===== src/rtl/pcs_pkg.sv =====
// Package for the Pauli S-conjugation block: payload structs, register
// indexes and phase constants. No dependencies.
`default_nettype none

package pcs_pkg;

  localparam int ROW_W       = 64;
  localparam int QUBITS_DEF  = 64;
  localparam int CFG_IDX_W   = 2;

  localparam logic [1:0] PHASE_FWD  = 2'd1;
  localparam logic [1:0] PHASE_INV  = 2'd3;
  localparam logic [1:0] PHASE_SIGN = 2'd2;

  typedef enum logic [CFG_IDX_W-1:0] {
    REG_AXIS_X,
    REG_AXIS_Z,
    REG_AXIS_NEG,
    REG_USE_INV
  } cfg_reg_t;

  typedef struct packed {
    logic [ROW_W-1:0] row_x_bits;
    logic [ROW_W-1:0] row_z_bits;
    logic             row_negative;
  } row_t;

  typedef struct packed {
    logic [ROW_W-1:0] out_x_bits;
    logic [ROW_W-1:0] out_z_bits;
    logic             out_negative;
    logic             was_anticommuting;
  } result_t;

  typedef struct packed {
    logic anticommute;
    logic negative;
  } phase_t;

endpackage

`default_nettype wire


===== src/rtl/pcs_phase.sv =====
// Commutation test and sign of the conjugated row: parity of the symplectic
// product and a mod-4 adder tree over per-qubit phase terms. Uses pcs_pkg.
`default_nettype none

module pcs_phase
  import pcs_pkg::*;
(
  input  wire logic [ROW_W-1:0] px,
  input  wire logic [ROW_W-1:0] pz,
  input  wire logic [ROW_W-1:0] qx,
  input  wire logic [ROW_W-1:0] qz,
  input  wire logic             q_negative,
  input  wire logic             axis_negative,
  input  wire logic             use_inverse,
  output phase_t                phase
);

  localparam int NODES = 2 * ROW_W - 1;

  logic [ROW_W-1:0] plus;
  logic [ROW_W-1:0] minus;
  logic [1:0]       node [0:NODES-1];
  logic [1:0]       total;

  assign plus  = (px & ~pz & qx & qz) | (px & pz & ~qx & qz) | (~px & pz & qx & ~qz);
  assign minus = (px & ~pz & ~qx & qz) | (px & pz & qx & ~qz) | (~px & pz & qx & qz);

  // leaves: 0, +1 or -1 (mod 4) per qubit; heap-ordered sum tree
  for (genvar i = 0; i < ROW_W; i++) begin : g_leaf
    assign node[ROW_W-1+i] = {minus[i], plus[i] | minus[i]};
  end
  for (genvar k = 0; k < ROW_W - 1; k++) begin : g_sum
    assign node[k] = node[2*k+1] + node[2*k+2];
  end

  always_comb begin
    total = node[0] + (use_inverse ? PHASE_INV : PHASE_FWD);
    if (axis_negative) total = total + PHASE_SIGN;
    if (q_negative)    total = total + PHASE_SIGN;
    phase.anticommute = ^((px & qz) ^ (pz & qx));
    phase.negative    = (total == PHASE_SIGN);
  end

endmodule

`default_nettype wire


===== src/rtl/pauli_conjugate_by_s_core.sv =====
// Top level of the Pauli S-conjugation block: config registers, input and
// result registers. Uses pcs_pkg and pcs_phase.
//
// Takes one row per clock while row_stall is low and returns one result
// word per row, in order, through the input and result registers. The
// input register feeds the phase logic and XOR, the result register holds
// the answer; row_stall rises only while both registers are full and the
// result is stalled. Axis registers must be written while no row is in flight.
`default_nettype none

module pauli_conjugate_by_s_core
  import pcs_pkg::*;
#(
  parameter int QUBITS = QUBITS_DEF
) (
  input  wire logic                 clk,
  input  wire logic                 rst,
  input  wire logic                 cfg_we,
  input  wire logic [CFG_IDX_W-1:0] cfg_index,
  input  wire logic [ROW_W-1:0]     cfg_data,
  input  wire logic                 row_valid,
  output      logic                 row_stall,
  input  wire row_t                 row_word,
  output      logic                 res_valid,
  input  wire logic                 res_stall,
  output      result_t              res_word
);

  localparam logic [ROW_W-1:0] QMASK = {ROW_W{1'b1}} >> (ROW_W - QUBITS);

  logic [ROW_W-1:0] axis_x_mask;
  logic [ROW_W-1:0] axis_z_mask;
  logic             axis_negative;
  logic             use_inverse;

  logic    s1_valid;
  row_t    s1_row;
  logic    res_ready;
  logic    s1_move;
  logic    row_take;
  phase_t  phase;
  result_t res_next;

  assign res_ready = !res_valid || !res_stall;
  assign s1_move   = s1_valid && res_ready;
  assign row_stall = s1_valid && !res_ready;
  assign row_take  = row_valid && !row_stall;

  always_ff @(posedge clk) begin
    if (rst) begin
      axis_x_mask   <= '0;
      axis_z_mask   <= '0;
      axis_negative <= 1'b0;
      use_inverse   <= 1'b0;
    end else if (cfg_we) begin
      unique case (cfg_reg_t'(cfg_index))
        REG_AXIS_X:   axis_x_mask   <= cfg_data;
        REG_AXIS_Z:   axis_z_mask   <= cfg_data;
        REG_AXIS_NEG: axis_negative <= cfg_data[0];
        REG_USE_INV:  use_inverse   <= cfg_data[0];
        default: ;
      endcase
    end
  end

  always_ff @(posedge clk) begin
    if (rst) begin
      s1_valid <= 1'b0;
    end else if (row_take) begin
      s1_valid <= 1'b1;
    end else if (s1_move) begin
      s1_valid <= 1'b0;
    end
    if (row_take) begin
      s1_row.row_x_bits   <= row_word.row_x_bits & QMASK;
      s1_row.row_z_bits   <= row_word.row_z_bits & QMASK;
      s1_row.row_negative <= row_word.row_negative;
    end
  end

  pcs_phase u_phase (
    .px            (axis_x_mask & QMASK),
    .pz            (axis_z_mask & QMASK),
    .qx            (s1_row.row_x_bits),
    .qz            (s1_row.row_z_bits),
    .q_negative    (s1_row.row_negative),
    .axis_negative (axis_negative),
    .use_inverse   (use_inverse),
    .phase         (phase)
  );

  always_comb begin
    if (phase.anticommute) begin
      res_next.out_x_bits   = s1_row.row_x_bits ^ (axis_x_mask & QMASK);
      res_next.out_z_bits   = s1_row.row_z_bits ^ (axis_z_mask & QMASK);
      res_next.out_negative = phase.negative;
    end else begin
      res_next.out_x_bits   = s1_row.row_x_bits;
      res_next.out_z_bits   = s1_row.row_z_bits;
      res_next.out_negative = s1_row.row_negative;
    end
    res_next.was_anticommuting = phase.anticommute;
  end

  always_ff @(posedge clk) begin
    if (rst) begin
      res_valid <= 1'b0;
    end else if (res_ready) begin
      res_valid <= s1_valid;
    end
    if (s1_move) begin
      res_word <= res_next;
    end
  end

endmodule

`default_nettype wire


===== config.mk =====
export PLATFORM = sky130hd
export DESIGN_NAME = pauli_conjugate_by_s_core
export DESIGN_NICKNAME = d
export VERILOG_FILES = /design/src/rtl/pcs_pkg.sv /design/src/rtl/pcs_phase.sv /design/src/rtl/pauli_conjugate_by_s_core.sv
export SDC_FILE = /design/constraint.sdc
export NUM_CORES = 1
export LEC_CHECK = 0
export ABC_AREA = 1
export BUFFER_PORTS_ARGS = -buffer_cell sky130_fd_sc_hd__clkbuf_2
export CORE_MARGIN = 4
export CORE_UTILIZATION = 59
export CTS_BUF_LIST = sky130_fd_sc_hd__clkbuf_4 sky130_fd_sc_hd__clkbuf_8
export CTS_CLUSTER_DIAMETER = 100
export DETAILED_ROUTE_END_ITERATION = 10
export PLACE_DENSITY_LB_ADDON = 0.05
export SYNTH_ARGS = -nofsm -noshare
export SYNTH_HDL_FRONTEND = slang
export SYNTH_SLANG_ARGS = --single-unit
export TNS_END_PERCENT = 50

===== constraint.sdc =====
create_clock -name clk -period 10.9 [get_ports clk]
set_clock_uncertainty 0.1 [all_clocks]
set_input_delay 1.09 -clock clk [delete_from_list [all_inputs] [get_ports clk]]
set_output_delay 1.09 -clock clk [all_outputs]
set_load 0.01 [all_outputs]

# ---- After elaboration in Yosys (flattened, before gate mapping)
# Cells that the tools add are included.
dict set report totals {
  regBits 391
  out_inout_bits 132
}
dict set report classes {
  reduce_logical 15
  n_eq_ne 4
  bitwise_logic 91
  n_mux 6
  n_addsub 66
}
# operator n
set ops {}
lappend ops {{$and A64 B64 Y64} 16}
lappend ops {{$not A64 Y64} 4}
lappend ops {{$or A64 B64 Y64} 4}
lappend ops {{$xor A64 B64 Y64} 3}
lappend ops {{$mux W129} 1}
lappend ops {{$add A2 B2 Y2} 64}
lappend ops {{$or A1 B1 Y1} 64}
lappend ops {{$reduce_xor A64 Y1} 1}
lappend ops {{$reduce_and A2 Y1} 4}
lappend ops {{$eq A2 B2 Y1 const B} 3}
lappend ops {{$mux W2} 3}
lappend ops {{$add A2 B2 Y2 const B} 2}
lappend ops {{$logic_not A1 Y1} 4}
lappend ops {{$logic_and A1 B1 Y1} 3}
lappend ops {{$eq A2 B1 Y1 const B} 1}
lappend ops {{$logic_not A2 Y1} 1}
lappend ops {{$mux W1} 2}
lappend ops {{$reduce_bool A2 Y1} 1}
lappend ops {{$logic_or A1 B1 Y1} 1}

# ---- Longest topological paths before layout
dict set report logic_depth {
  depth_word 20
  ltp_mapped 31
}

# ---- Cells and area by module
# A second synthesis with hierarchy kept.
dict set report unflattened {
  hier_cells 2514
  area_unflattened_um2 21418.0
}
# module seq_area_each_um2 cells_per_inst n_inst area_each_um2
set by_module_without_submodules {}
lappend by_module_without_submodules {pauli_conjugate_by_s_core 10420.0 1515 1 15592.5}
lappend by_module_without_submodules {pcs_phase 0.0 999 1 5825.6}

# ---- Least setup slack after synthesis
# OpenSTA, ideal clock, no wires.
dict set report synth_timing {
  kind {input -> register}
  from {in res_stall}
  to {reg res_word[0] (netlist name), enable pin}
  setup_slack_ns 2.770
  arrival_time_ns 7.368
  stages 1
  cell_sequence {a21oi_1}
}
dict set report synth_between {
  elab_chain_len 3
}
# element line_no
set synth_rtl {}
lappend synth_rtl {{from (decl)} pauli_conjugate_by_s_core.sv:25} ;# input wire logic res_stall,
lappend synth_rtl {{$logic_not A1 Y1} pauli_conjugate_by_s_core.sv:44} ;# assign res_ready = !res_valid || !res_stall;
lappend synth_rtl {{$logic_or A1 B1 Y1} pauli_conjugate_by_s_core.sv:44}
lappend synth_rtl {{$logic_and A1 B1 Y1} pauli_conjugate_by_s_core.sv:45} ;# assign s1_move = s1_valid && res_ready;
lappend synth_rtl {{to (signal assigned)} pauli_conjugate_by_s_core.sv:112} ;# res_word <= res_next;
lappend synth_rtl {{to (decl)} pauli_conjugate_by_s_core.sv:26} ;# output result_t res_word
# Every way passes these cells.
# A chain may end at the register's enable or synchronous reset.

==> qor.csv <==
metric,value,unit
ir_worst_vdd,0.162,mV
core-area,0.0345,mm^2
muxShareOfSynthArea,0,
aggregate_negative_setup_slack,0,ps
grt_setup_unrepaired,no,
first_global_vias,16367,
combinational_family_with_the_most_area_after_synthesis,simple AND/OR/NAND/NOR gates,
worstSkewPairLatency,610,ps
netlist-cell-type-count,35,
setup-violations-final,0,
register_to_register_setup_slack,3290,ps
detail_route.drc_violations,0,
grt_antenna_before_repair,1,
critical_path_class,reg -> reg,
full_die_area,0.0379,mm^2
tritoncts,yes,
dp_hpwl,38400,um
route.vias.total,16688,
final_area,0.0240,mm^2
synth.avg_cell_area,8.96,um^2
syn-instance-count,2293,
fp.dieW,195,um
synth-simple-area-share,0.218,
drtPass1Iterations,8,
route.detailed.wl_per_inst,17.2,um
finalHoldViolations,0,
grt_first_pass_wirelength,84300,um
drt_iter0_drc,1141,
yosys_warns,0,
max_slew_margin,0.272,
layout-drive-gt1-share,0.190,
postLayoutSetupSlackWorst,3290,ps
grt_max_degree,152,
ctsHtreeMaxLevel,3,
globalRouteTotalUtil,0.282,
layout_common_cells,"787 x sky130_fd_sc_hd__nand2_1, 330 x sky130_fd_sc_hd__clkbuf_2, 259 x sky130_fd_sc_hd__edfxtp_1",
cp.required,11170,ps
count_of_input_and_output_buffers,331,
layout_commonest_cell,sky130_fd_sc_hd__nand2_1,
power,4.22,mW
drtAntennaViolNets,0,
cts_buffers,68,
vias_per_cell,5.29,
max-cap-violations,0,
cts_buffer_depth,3,
synth_compound_gate_area_share,0.0567,
chipHeight,195,um
synthXorXnorAreaFrac,0.117,
clock-sinks,391,
yosys_register_bits,391,
core.rowCount,68,
worst_slew_pin_slew,1090,ps
power_density,176,mW/mm^2
crit_path_end_kind,flip-flop,
final_max_slew_viol_count,0,
routabilityCongestion,0.847,
initial_utilization,0.596,
hold_path_class,reg -> reg,
most_used_cell_along_the_critical_path,sky130_fd_sc_hd__fa_1,
fmaxAchievable,131,MHz
root_buffer,sky130_fd_sc_hd__clkbuf_8,
synth-adder-area-share,0.0464,
fill_cells,2683,
syn-num-nets,2541,
totalWireLength,54300,um
run_status,completed,
io_pins,332,
cts.repair_timing.setup_buffer_count,0,
setup.worst_path.start_class,flip-flop,
cp_slowest_stage_delay,580,ps
final.min_clock_period,7610,ps
syn2layout_area_growth,16.8,%
clk_pin_slew_worst_setup_hold_paths,60,ps
fin_nets,2892,
final_min_period_over_clock_period,0.698,
dpl-instance-area,0.0226,mm^2
post_cts.resized_instances,0,
crit_fanout,3,
timing.critical_path.slowest_stage_cell,sky130_fd_sc_hd__fa_1,
cp.arrival,7880,ps
holdBufCountCts,0,
grt_overflow,0,
p_leak,9.96,nW
pre_cts_slack,3340,ps
part_of_the_yosys_area_used_for_sequential_elements,0.507,
syn-cell-area,0.0205,mm^2
-- cells in the mapped netlist, drive strengths merged --
| cell | count | area share |
|---|---|---|
| inv | 212 | 0.039 |
| nor2 | 144 | 0.027 |
| o31ai | 2 | 0.00073 |
| a211oi | 33 | 0.012 |
| a21oi | 124 | 0.030 |
| dfxtp | 132 | 0.13 |
| o211ai | 1 | 0.00037 |
| nand4 | 14 | 0.0043 |
| edfxtp | 259 | 0.38 |
| nand3 | 111 | 0.027 |
| a31oi | 26 | 0.0079 |
| xor2 | 106 | 0.046 |
| nand3b | 17 | 0.0062 |
| o21ai | 21 | 0.0051 |
| o22ai | 1 | 0.00030 |
| nor3 | 14 | 0.0034 |
| buf | 22 | 0.0071 |
| or2 | 18 | 0.0055 |
| fa | 47 | 0.046 |
| nand2 | 789 | 0.14 |
| ha | 1 | 0.00061 |
| xnor2 | 152 | 0.072 |
| clkinv | 11 | 0.0020 |
| clkbuf | 35 | 0.0064 |
| and2 | 1 | 0.00030 |
-- power by group --
group          internal [mW]  total [mW]  switching, mW
combinational          0.370        1.07          0.699
sequential              1.72        1.78         0.0613
clock                  0.775        1.37          0.594
total                   2.86        4.22           1.35
-- metrics by stage --
stage	hold WS [ps]	util	std cells
after global routing	414	0.696	3151
after floorplan	355	-	2293
final	385	0.696	3152
after CTS	385	0.696	3151
after global placement	375	0.656	3029
after detailed placement	375	0.656	3029
-- critical path, delay by kind of cell, from the launching register on --
family                     cells  cell delay [ps]
and+or+nand+nor               13             1210
buffers and inverters          4              250
adders and majority gates     10             5050
xor gates and xnor gates       2              350
DFF                            1              420
-- sequential cells by signal (all words and copies together) (netlist names) --
register / count
axis_x_mask: 64
res_valid: 1
axis_negative: 1
res_word: 130
s1_valid: 1
use_inverse: 1
axis_z_mask: 64
s1_row: 129
-- path summary, 6_finish.rpt --
kind                                 startpoint         endpoint  cells past startpoint
worst max-delay path                 s1_row[22]      res_word[1]                     29
worst min-delay path            axis_z_mask[55]  axis_z_mask[55]                      2
worst max register to register       s1_row[22]      res_word[1]                     29
worst min register to register  axis_z_mask[55]  axis_z_mask[55]                      2
-- final cells by class --
type | count | area (um^2) | share of cell area
antenna | 1 | 2.50 | 0.000104
timing repair buffer | 338 | 1710 | 0.0714
clock buffer | 108 | 1290 | 0.0539
multi-input combinational | 1622 | 9060 | 0.378
inverter | 223 | 843 | 0.0352
clock inverter | 14 | 92.6 | 0.00386
tap | 455 | 569 | 0.0237
sequential | 391 | 10400 | 0.434
-- cells by family (layout without fill, tap and decap cells) --
family,Yosys count,after routing
AO/OA/AOI/OAI,208,208
XOR/XNOR,258,258
adder cells (fa/ha/maj),48,48
buffers and inverters,280,683
flip-flops,391,391
other,0,1
AND/OR/NAND/NOR,1108,1108
-- layer usage --
layer  share of wire  global-route usage
met5         0.00037                   0
met4           0.038               0.109
met3           0.092              0.0759
met2            0.47               0.461
met1            0.40               0.361
Power figures use the tool's default switching activity.
